File: src/rtl/hbdm_pkg.sv
// shared types and constants of the task heartbeat deadline monitor
`default_nettype none

package hbdm_pkg;

  localparam int unsigned TaskCountDef = 9;
  localparam int unsigned MaxTasks     = 12;
  localparam int unsigned TimeW        = 32;

  // opcodes of the command field
  localparam logic [2:0] OP_HEARTBEAT   = 3'd0;
  localparam logic [2:0] OP_DELAY_UNTIL = 3'd1;
  localparam logic [2:0] OP_SCAN        = 3'd2;
  localparam logic [2:0] OP_CLEAR       = 3'd3;
  localparam logic [2:0] OP_QUERY       = 3'd4;

  // register indexes on the config port
  localparam logic [1:0] REG_TMO_LOW  = 2'd0;
  localparam logic [1:0] REG_TMO_MID  = 2'd1;
  localparam logic [1:0] REG_TMO_HIGH = 2'd2;

  typedef enum logic [3:0] {
    ST_IDLE,
    ST_BEAT,
    ST_DLY_ADD,
    ST_DLY_CMP,
    ST_DLY_RESCHED,
    ST_DLY_COUNT,
    ST_SCAN_CHK,
    ST_SCAN_INC,
    ST_CLEAR,
    ST_RESULT
  } state_e;

  // operands of the shared adder
  typedef struct packed {
    logic [TimeW-1:0] a;
    logic [TimeW-1:0] b;
    logic             sub;
  } add_req_t;

endpackage

`default_nettype wire

File: src/rtl/hbdm_addsub.sv
// shared 32-bit add/subtract unit used by the arithmetic sequencer steps
`default_nettype none

module hbdm_addsub (
  input  hbdm_pkg::add_req_t             req_i,
  output logic [hbdm_pkg::TimeW-1:0]     sum_o
);
  import hbdm_pkg::*;

  logic [TimeW-1:0] b_eff;

  // two's complement subtract: invert b and carry in one
  assign b_eff = req_i.sub ? ~req_i.b : req_i.b;
  assign sum_o = req_i.a + b_eff + {{(TimeW-1){1'b0}}, req_i.sub};

endmodule

`default_nettype wire

File: src/rtl/task_heartbeat_deadline_monitor.sv
// top level: multi-task heartbeat watchdog with a sequencer around one shared adder
// steps: a query goes straight to the result, a heartbeat writes the beat first, a delay-until
//   adds, compares and may reschedule and count a miss, clear and scan walk every task
// throughput: one request at a time; the next is taken once the result is registered
//   (the adder is used once per step, a scan step per task plus one per new timeout)
// reset: asynchronous active low, clears all task state, timeouts and the output valid flag
`default_nettype none

module task_heartbeat_deadline_monitor #(
  parameter int unsigned TASK_COUNT = hbdm_pkg::TaskCountDef
) (
  input  wire logic          clk_i,
  input  wire logic          rst_ni,
  // request stream
  input  wire logic          s_axis_tvalid,
  output logic               s_axis_tready,
  // opcode[2:0], task_req[6:3], now[38:7], previous_wake[70:39], period[102:71], zero pad
  input  wire logic [103:0]  s_axis_tdata,
  // result stream
  output logic               m_axis_tvalid,
  input  wire logic          m_axis_tready,
  // wake_time[31:0], missed[32], timeout_mask[44:33], task_missed[76:45],
  // task_timeouts[108:77], task_last_seen[140:109], task_flag[141], zero pad
  output logic [143:0]       m_axis_tdata,
  // config port
  input  wire logic          psel,
  input  wire logic          penable,
  input  wire logic          pwrite,
  input  wire logic [4:0]    paddr,
  input  wire logic [63:0]   pwdata,
  output logic [63:0]        prdata,
  output logic               pready
);
  import hbdm_pkg::*;

  localparam int unsigned IW = (TASK_COUNT > 1) ? $clog2(TASK_COUNT) : 1;

  // timeout registers
  logic [63:0] tmo_low_q, tmo_mid_q, tmo_high_q;
  logic        cfg_wr;

  // per-task state
  logic [TimeW-1:0]      last_beat_q [TASK_COUNT];
  logic [TimeW-1:0]      tmo_ev_q    [TASK_COUNT];
  logic [TimeW-1:0]      miss_ev_q   [TASK_COUNT];
  logic [TASK_COUNT-1:0] late_q;

  // latched request
  state_e           state_q, state_d;
  logic [TimeW-1:0] now_q, prev_q, period_q;
  logic             task_ok_q;
  logic [IW-1:0]    req_idx_q;
  logic [IW-1:0]    idx_q, idx_d;
  logic [TimeW-1:0] next_q, next_d;
  logic             miss_q, miss_d;

  // output stage
  logic         out_valid_q;
  logic [143:0] out_data_q;
  logic         out_load;

  // shared unit
  add_req_t         add_req;
  logic [TimeW-1:0] add_sum;

  // write strobes into the task state
  logic wr_beat, wr_miss, wr_tev, wr_clear, set_late;

  logic [15:0] tmo_tbl [MaxTasks];
  logic [15:0] tmo_cur;
  logic        accept;
  logic [3:0]  in_task;
  logic        in_task_ok;
  logic        scan_hit;
  logic        idx_last;

  // ---------------- config port ----------------
  assign pready = 1'b1;
  assign cfg_wr = psel && penable && pwrite && pready;

  always_ff @(posedge clk_i or negedge rst_ni) begin
    if (!rst_ni) begin
      tmo_low_q  <= '0;
      tmo_mid_q  <= '0;
      tmo_high_q <= '0;
    end else if (cfg_wr) begin
      case (paddr[4:3])
        REG_TMO_LOW:  tmo_low_q  <= pwdata;
        REG_TMO_MID:  tmo_mid_q  <= pwdata;
        REG_TMO_HIGH: tmo_high_q <= pwdata;
        default: ;  // index three is not a register
      endcase
    end
  end

  always_comb begin
    case (paddr[4:3])
      REG_TMO_LOW:  prdata = tmo_low_q;
      REG_TMO_MID:  prdata = tmo_mid_q;
      REG_TMO_HIGH: prdata = tmo_high_q;
      default:      prdata = '0;
    endcase
  end

  // 16-bit timeout of each task, four to a register
  always_comb begin
    for (int k = 0; k < 4; k++) begin
      tmo_tbl[k]     = tmo_low_q[k*16 +: 16];
      tmo_tbl[k + 4] = tmo_mid_q[k*16 +: 16];
      tmo_tbl[k + 8] = tmo_high_q[k*16 +: 16];
    end
  end

  assign tmo_cur = tmo_tbl[idx_q];

  // ---------------- input side ----------------
  assign s_axis_tready = (state_q == ST_IDLE);
  assign accept        = s_axis_tvalid && s_axis_tready;
  assign in_task       = s_axis_tdata[6:3];
  assign in_task_ok    = ({1'b0, in_task} < 5'(TASK_COUNT));

  always_ff @(posedge clk_i) begin
    if (accept) begin
      now_q     <= s_axis_tdata[38:7];
      prev_q    <= s_axis_tdata[70:39];
      period_q  <= s_axis_tdata[102:71];
      task_ok_q <= in_task_ok;
      req_idx_q <= in_task_ok ? IW'(in_task) : '0;
    end
  end

  // ---------------- shared adder ----------------
  hbdm_addsub u_addsub (
    .req_i (add_req),
    .sum_o (add_sum)
  );

  // operand select per sequencer step
  always_comb begin
    add_req = '0;
    case (state_q)
      ST_DLY_ADD: begin
        add_req.a = prev_q;
        add_req.b = period_q;
      end
      ST_DLY_CMP: begin
        add_req.a   = now_q;
        add_req.b   = next_q;
        add_req.sub = 1'b1;
      end
      ST_DLY_RESCHED: begin
        add_req.a = now_q;
        add_req.b = period_q;
      end
      ST_DLY_COUNT: begin
        add_req.a = miss_ev_q[idx_q];
        add_req.b = TimeW'(1);
      end
      ST_SCAN_CHK: begin
        // ticks since last heartbeat, modulo 2^32
        add_req.a   = now_q;
        add_req.b   = last_beat_q[idx_q];
        add_req.sub = 1'b1;
      end
      ST_SCAN_INC: begin
        add_req.a = tmo_ev_q[idx_q];
        add_req.b = TimeW'(1);
      end
      default: ;
    endcase
  end

  // task is enabled and silent longer than its timeout
  assign scan_hit = (last_beat_q[idx_q] != '0) && (tmo_cur != '0) &&
                    (add_sum > {16'b0, tmo_cur});
  assign idx_last = (idx_q == IW'(TASK_COUNT - 1));

  // ---------------- sequencer ----------------
  always_ff @(posedge clk_i or negedge rst_ni) begin
    if (!rst_ni) begin
      state_q <= ST_IDLE;
      idx_q   <= '0;
    end else begin
      state_q <= state_d;
      idx_q   <= idx_d;
    end
  end

  always_ff @(posedge clk_i) begin
    next_q <= next_d;
    miss_q <= miss_d;
  end

  always_comb begin
    state_d  = state_q;
    idx_d    = idx_q;
    next_d   = next_q;
    miss_d   = miss_q;
    wr_beat  = 1'b0;
    wr_miss  = 1'b0;
    wr_tev   = 1'b0;
    wr_clear = 1'b0;
    set_late = 1'b0;
    out_load = 1'b0;
    case (state_q)
      ST_IDLE: begin
        if (accept) begin
          next_d = s_axis_tdata[70:39];
          miss_d = 1'b0;
          idx_d  = in_task_ok ? IW'(in_task) : '0;
          case (s_axis_tdata[2:0])
            OP_HEARTBEAT:   state_d = ST_BEAT;
            OP_DELAY_UNTIL: state_d = ST_DLY_ADD;
            OP_SCAN: begin
              state_d = ST_SCAN_CHK;
              idx_d   = '0;
            end
            OP_CLEAR: begin
              state_d = ST_CLEAR;
              idx_d   = '0;
            end
            default:        state_d = ST_RESULT;  // query and unused codes
          endcase
        end
      end
      ST_BEAT: begin
        wr_beat = task_ok_q;
        state_d = ST_RESULT;
      end
      ST_DLY_ADD: begin
        if (period_q == '0) begin
          state_d = ST_RESULT;
        end else begin
          wr_beat = task_ok_q;
          next_d  = add_sum;
          state_d = ST_DLY_CMP;
        end
      end
      ST_DLY_CMP: begin
        // wrap-safe: deadline reached when now - next is not negative
        state_d = add_sum[TimeW-1] ? ST_RESULT : ST_DLY_RESCHED;
      end
      ST_DLY_RESCHED: begin
        next_d  = add_sum;
        miss_d  = 1'b1;
        state_d = task_ok_q ? ST_DLY_COUNT : ST_RESULT;
      end
      ST_DLY_COUNT: begin
        wr_miss = 1'b1;
        state_d = ST_RESULT;
      end
      ST_SCAN_CHK: begin
        if (scan_hit && !late_q[idx_q]) begin
          state_d = ST_SCAN_INC;
        end else begin
          // no timeout, or flag already set and not counted again
          if (idx_last) begin
            idx_d   = req_idx_q;
            state_d = ST_RESULT;
          end else begin
            idx_d = idx_q + IW'(1);
          end
        end
      end
      ST_SCAN_INC: begin
        wr_tev   = 1'b1;
        set_late = 1'b1;
        if (idx_last) begin
          idx_d   = req_idx_q;
          state_d = ST_RESULT;
        end else begin
          idx_d   = idx_q + IW'(1);
          state_d = ST_SCAN_CHK;
        end
      end
      ST_CLEAR: begin
        wr_clear = 1'b1;
        if (idx_last) begin
          idx_d   = req_idx_q;
          state_d = ST_RESULT;
        end else begin
          idx_d = idx_q + IW'(1);
        end
      end
      ST_RESULT: begin
        // wait while an older result still sits in the output stage
        if (!out_valid_q || m_axis_tready) begin
          out_load = 1'b1;
          state_d  = ST_IDLE;
        end
      end
      default: state_d = ST_IDLE;
    endcase
  end

  // ---------------- task state ----------------
  always_ff @(posedge clk_i or negedge rst_ni) begin
    if (!rst_ni) begin
      for (int k = 0; k < TASK_COUNT; k++) begin
        last_beat_q[k] <= '0;
        tmo_ev_q[k]    <= '0;
        miss_ev_q[k]   <= '0;
      end
      late_q <= '0;
    end else begin
      if (wr_beat) begin
        last_beat_q[idx_q] <= now_q;
        late_q[idx_q]      <= 1'b0;
      end
      if (wr_miss) begin
        miss_ev_q[idx_q] <= add_sum;
      end
      if (wr_tev) begin
        tmo_ev_q[idx_q] <= add_sum;
      end
      if (set_late) begin
        late_q[idx_q] <= 1'b1;
      end
      if (wr_clear) begin
        last_beat_q[idx_q] <= '0;
        tmo_ev_q[idx_q]    <= '0;
        miss_ev_q[idx_q]   <= '0;
        late_q[idx_q]      <= 1'b0;
      end
    end
  end

  // ---------------- output stage ----------------
  always_ff @(posedge clk_i or negedge rst_ni) begin
    if (!rst_ni) begin
      out_valid_q <= 1'b0;
    end else if (out_load) begin
      out_valid_q <= 1'b1;
    end else if (m_axis_tready) begin
      out_valid_q <= 1'b0;
    end
  end

  always_ff @(posedge clk_i) begin
    if (out_load) begin
      out_data_q[31:0]    <= next_q;
      out_data_q[32]      <= miss_q;
      out_data_q[44:33]   <= 12'(late_q);
      out_data_q[76:45]   <= task_ok_q ? miss_ev_q[idx_q] : '0;
      out_data_q[108:77]  <= task_ok_q ? tmo_ev_q[idx_q] : '0;
      out_data_q[140:109] <= task_ok_q ? last_beat_q[idx_q] : '0;
      out_data_q[141]     <= task_ok_q & late_q[idx_q];
      out_data_q[143:142] <= '0;
    end
  end

  assign m_axis_tvalid = out_valid_q;
  assign m_axis_tdata  = out_data_q;

endmodule

`default_nettype wire

File: config.mk
export PLATFORM = sky130hd
export DESIGN_NAME = task_heartbeat_deadline_monitor
export DESIGN_NICKNAME = d
export VERILOG_FILES = /design/src/rtl/hbdm_pkg.sv /design/src/rtl/hbdm_addsub.sv /design/src/rtl/task_heartbeat_deadline_monitor.sv
export SDC_FILE = /design/constraint.sdc
export NUM_CORES = 2
export LEC_CHECK = 0
export ABC_AREA = 1
export ABC_CLOCK_PERIOD_IN_PS = 6900
export BUFFER_PORTS_ARGS = -buffer_cell sky130_fd_sc_hd__buf_2
export CORE_UTILIZATION = 40
export DETAILED_ROUTE_END_ITERATION = 6
export PLACE_DENSITY = 0.58
export SLEW_MARGIN = 10
export SYNTH_ARGS = -nofsm -noshare
export SYNTH_HDL_FRONTEND = slang
export SYNTH_SLANG_ARGS = --single-unit
File: constraint.sdc
create_clock -name clk_i -period 6.9 [get_ports clk_i]
set_input_delay 1.035 -clock clk_i [delete_from_list [all_inputs] [get_ports clk_i]]
set_output_delay 1.035 -clock clk_i [all_outputs]
set_load 0.1 [all_outputs]
[Word-level counts from Yosys, hierarchy flattened]
Index checks and enable logic that the tools add are counted.
Storage, ports and cells
  register bits after elaboration: 1347
  output and inout bits: 211
Cells by class
  add/subtract/negate cells: 3
  order comparisons: 6
  equality and inequality tests: 19
  muxes and demuxes: 64
  bitwise logic cells: 11
  reductions and logical operators: 32
Operators by type and width (number)
  $mux W288: 6
  $and A288 B288 Y288: 3
  $bwmux W288: 3
  $bmux W32 S4: 3
  $pmux W64 S6: 1
  $mux W32: 10
  $not A288 Y288: 1
  $pmux W64 S3: 1
  $demux W32 S4: 1
  $pmux W32 S3: 1
  $bmux W16 S4: 1
  $mux W4: 13
  $pmux W4 S9: 1
  $add A32 B1 Y32: 1
  $add A32 B32 Y32: 1
  $gt A32 B16 Y1: 1
  $logic_not A32 Y1: 1
  $mux W16: 2
  $not A32 Y32: 1
  $reduce_bool A32 Y1: 1
  $mux W9: 3
  $and A9 B9 Y9: 2
  $eq A4 B3 Y1 const B: 4
  $pmux W4 S4: 1
  other kinds (36): 72

[Longest topological paths before layout]
  word-level depth: 14
  depth in mapped cells: 46

[Cells and area by module]
From an unflattened synthesis, not the netlist that was laid out.
Second synthesis, totals
  cells, all modules: 8015
  area, all modules: 65989.5 µm²
By module, submodules not included
  task_heartbeat_deadline_monitor: times used 1, cells each 7536, area each 63399.6 µm², sequential area each 35073.6 µm²
  hbdm_addsub: times used 1, cells each 479, area each 2590.0 µm², sequential area each 0.0 µm²

[Worst setup path after synthesis]
Ideal clock, no wire load.
  kind: input-to-reg
  start: in m_axis_tready
  end: reg out_data_q[0], in the netlist m_axis_tdata[0] (enable)
  setup time: 0.639 ns
  arrival: 6.855 ns
  required time: 6.261 ns
  setup slack: -0.594 ns
  stages on the path: 2
  buffers on the path: 0
  cell sequence: nor2_1 > nor2_1
On the way
  word-level cells in the longest chain between the ends: 3
Ends and longest elaborated chain
  start: declaration: line task_heartbeat_deadline_monitor.sv:21  | input wire logic m_axis_tready,
  $logic_or A1 B1 Y1: line task_heartbeat_deadline_monitor.sv:287  | if (!out_valid_q || m_axis_tready) begin
  $mux W1: line task_heartbeat_deadline_monitor.sv:287
  $mux W1: line task_heartbeat_deadline_monitor.sv:205  | case (state_q)
  via out_load: line task_heartbeat_deadline_monitor.sv:60  | logic out_load;
  end signal: assignment: line task_heartbeat_deadline_monitor.sv:341  | out_data_q[31:0] <= next_q;
  end: declaration: line task_heartbeat_deadline_monitor.sv:59  | logic [143:0] out_data_q;
The timed path passes the listed nets, and every way through them passes these cells.
A chain may end at the register's enable or synchronous reset.

[Worst setup path in the final report]
  start: reg idx_q[2]
  end: reg idx_q[0]
On the way
  word-level cells in the longest chain between the ends: 14
  elaborated cells on any way between the ends: 33
  those cells by class: 2 x add/sub; 1 x order compare; 2 x eq/ne; 19 x mux; 2 x bitwise; 7 x reduce/logical
Ends and longest elaborated chain
  start: declaration: line task_heartbeat_deadline_monitor.sv:53  | logic [IW-1:0] idx_q, idx_d;
  start signal: assignment: line task_heartbeat_deadline_monitor.sv:185  | idx_q <= idx_d;
  $not A4 Y5 (implied by the code)
  $bmux W32 S4: line task_heartbeat_deadline_monitor.sv:162, task_heartbeat_deadline_monitor.sv:174
  $mux W32 (implied by the code) (2 in a row): line task_heartbeat_deadline_monitor.sv:162, task_heartbeat_deadline_monitor.sv:174
  $pmux W64 S6: line task_heartbeat_deadline_monitor.sv:141  | case (state_q)
  $not A32 Y32: line hbdm_addsub.sv:13  | assign b_eff = req_i.sub ? ~req_i.b : req_i.b;
  $mux W32: line hbdm_addsub.sv:13
  $add A32 B32 Y32: line hbdm_addsub.sv:14  | assign sum_o = req_i.a + b_eff + {{(TimeW-1){1'b0}}, req_i.sub};
  $add A32 B1 Y32: line hbdm_addsub.sv:14
  $gt A32 B16 Y1: line task_heartbeat_deadline_monitor.sv:175  | (add_sum > {16'b0, tmo_cur});
  $logic_and A1 B1 Y1: line task_heartbeat_deadline_monitor.sv:174  | assign scan_hit = (last_beat_q[idx_q] != '0) && (tmo_cur != '0) &&
  $logic_and A1 B1 Y1: line task_heartbeat_deadline_monitor.sv:253  | if (scan_hit && !late_q[idx_q]) begin
  $ne A2 B2 Y1 (no source line)
  $reduce_and A3 Y1 (no source line)
Parallel ways exist; a longest one is shown, timed or not. The select of a mux whose other input is x is not followed.

==> impl_metrics.toml <==
[run_status]
status = "finished, violations left"
violations = "DRC"

[place]
place_ws_ns = 0.3196
place_hpwl_microns = 163300
placedCellCount = 8852
gp_congestion = 0.9997
port_buffers = 380

[finish]
fin_nets = 7198
syn2layout_area_growth_pct = 14.65
seqCellArea_sq_mm = 0.03508
utilization = 0.4635
multiInputGateArea_sq_mm = 0.02306
finalNonFillerCells = 9145
nFillCells = 14890
drive_above_1_share = 0.1387

[cts]
numCtsBuffers = 149
htreeDepth = 4
clkTransAtPathRegs_ns = 0.06
clkSinkCount = 1347
cts_tree = "done"
clock_latency_ns = 0.82
ctsLongestPathBuffers = 3
root_buffer = "clkbuf_16"

[power]
powerDensity_mw_per_mm2 = 480.8
switching_share = 0.4745
ir_drop_v = 0.0004376
pwr-share-seq = 0.320
p_int_mw = 18.09
p_sw_mw = 16.33
leakage_nw = 30.71
clockPowerShare = 0.237
combPwrFrac = 0.443

[route]
drt-total-wl_microns = 258200
dr.pass1.iters = 7
ant_nets = 0
vias_per_cell = 6.088
drtIter0Drc = 7411
vias = 55670
wl_per_cell_microns = 28.23
drc = 54

[global_route]
antenna_found_initial = 19
grt_pass1_wl_microns = 368800
grt_use_met1 = 0.4464
met3_usage = 0.08798
grt.total_usage = 0.3199
grt_pass1_vias = 51660
grt_util_met2 = 0.4516
top_usage_layer = "met2"
grt_max_degree = 173
grt-ovfl-total = 0

[synthesis]
synth-async-reset-ratio = 0.7973
syn_avg_cell_area_sq_um = 9.148
synth_flop_cell = "dfrtp_1"
yosysWarnings = 0
yosysSeqAreaShare = 0.5619
synth_cell_types = 58
synth-edff-count = 273
syn_area_sq_mm = 0.06242
ys_ff_latch = 1347
syn_inst = 6824

[setup_path]
worstSetupPathType = "flop to flop"
worst_setup_path_end_kind = "flop"
max_stage_delay_ns = 0.47
critPathArrivalTime_ns = 7.19
path_max_fanout = 25
path_common_cell = "nand2_1"
reg2reg_slack_ns = 0.41
slowest_stage = "dfrtp_2"
cp-start-kind = "flop"
required_ns = 7.60

[sta]
fin_skew_ns = 0.03044
worst_slew_pin_slew_ns = 1.275
setup_viol = 0
fin_ws_ns = 0.4104
fin_crit_ns = 6.490
slew_violations = 0
fmax_mhz = 154.1
relSlewSlack = 0.1479
rsz0062_at_grt = "false"
finalHoldViolCount = 0
finalCritPeriodShare = 0.9405
setup_tns_ns = 0

[floorplan]
dieArea_sq_mm = 0.1576
pin_count = 391
dieHeight_microns = 397.0
die_w_microns = 397.0
core_sq_mm = 0.1544
start_util = 0.4043
num_rows = 144

[min_path]
hold_class = "input pin to async pin"

[flow_run]
drv_cap = 0
logic make-up after synthesis:
kind of cell,count (synthesis),synth area share
buf+inv,1144,0.07264
flops,1347,0.5619
other cells,2,0.0001203
xor+xnor,8,0.001122
simple gates,1481,0.09968
compound gates,2727,0.2427
fa+ha+maj,51,0.01034
mux,64,0.01154
routing by layer:
| layer | part of all wire | vias to the layer above | routed length, microns |
|---|---|---|---|
| li1 | - | 24270 | - |
| met1 | 0.41 | 27460 | 106000 |
| met2 | 0.42 | 3281 | 107900 |
| met3 | 0.11 | 650 | 29380 |
| met4 | 0.057 | 20 | 14660 |
| met5 | 0.00098 | - | 253 |
worst max-delay path: cells and delay by family (launching register included):
kind / cells / cell delay [ns]
flip-flops: 1 / 0.47
buffers and inverters: 8 / 1.04
AO/OA/AOI/OAI: 8 / 1.39
AND/OR/NAND/NOR: 22 / 2.75
adder cells (fa/ha/maj): 2 / 0.68
placed cells by master, fill, tap and decap left out, drive strengths merged, types with 79 or more instances in the layout:
master  netlist  routed
clkbuf      482     215
nand3       282     282
a21oi       637     637
o221ai      115     115
edfxtp      273     273
o21ai      1531    1531
buf         115     584
nor2        451     451
clkinv       38      79
dfrtp      1074    1074
nand2       612     612
a221oi      129     129
inv         509     515
o22ai       234     234
timing repair:
item | CTS | global route
setup endpoints to repair | 0 | 8
hold buffers | 0 | 0
resized for setup | 0 | 15
buffers inserted | 0 | 7
hold endpoints to repair | 0 | 0
cells in the mapped netlist, types with 4 or more instances:
cell type,instances,area [sq um]
o221ai_1,115,1007
a221oi_1,129,1130
inv_2,15,56.30
o22ai_1,229,1433
nand3_1,280,1401
a211oi_1,4,30.03
clkinv_1,38,142.6
nand2_2,6,37.54
o22ai_2,5,62.56
o211ai_1,6,45.04
or2_2,19,118.9
o21a_1,25,187.7
nand2_1,606,2275
nor2_1,446,1674
edfxtp_1,273,8198
o21ai_0,1515,7582
clkbuf_1,481,1805
xor2_1,7,61.31
nand3b_1,5,37.54
and2_1,4,25.02
nor3_1,71,355.3
inv_1,493,1851
nor4_1,16,100.1
buf_2,45,225.2
buf_4,14,105.1
buf_6,17,191.4
o31ai_1,7,52.55
ha_1,50,625.6
a21oi_1,637,3188
mux2_2,64,720.7
dfrtp_1,1074,26880
a32o_1,18,180.2
nand4_1,19,118.9
buf_1,39,146.4
o21ai_1,14,70.07
a31oi_1,7,43.79
cell type report:
class | count | share of cell area
Inverter | 547 | 0.02923
Antenna cell | 13 | 0.0004545
Clock buffer | 214 | 0.05975
Timing Repair Buffer | 585 | 0.05293
Multi-Input combinational cell | 4337 | 0.3222
Clock inverter | 58 | 0.009545
Tap cell | 2044 | 0.03573
Sequential cell | 1347 | 0.4902
power groups by stage:
stage / clock network [mW] / logic [mW] / registers [mW]
global route: 8.55 / 15.9 / 11.1
global placement: 0 / 14.6 / 11.1
finish: 8.16 / 15.2 / 11.0
CTS: 8.26 / 14.7 / 10.9
detailed placement: 0 / 14.7 / 11.1
floorplan: 0 / 7.73 / 12.1
stage by stage:
stage	hold slack [ns]	area, sq um	total power [mW]
2_1_floorplan	0.4003	62440	19.83
3_3_place_gp	0.4413	66460	25.67
3_5_place_dp	0.4481	66460	25.75
4_1_cts	0.2621	71420	33.94
5_1_grt	0.2920	71550	35.58
6_report	0.2279	71570	34.42
worst paths after layout:
kind / startpoint / endpoint / depth (start not counted)
min: rst_ni / tmo_low_q[37] / 1
min in group clk_i: s_axis_tdata[95] / period_q[24] / 1
min reg2reg: late_q[7] / m_axis_tdata[40] / 0
max: idx_q[2] / idx_q[0] / 40
max reg2reg: idx_q[2] / idx_q[0] / 40
max in group asynchronous: rst_ni / async pin / 2
Power figures use the tool's default switching activity.
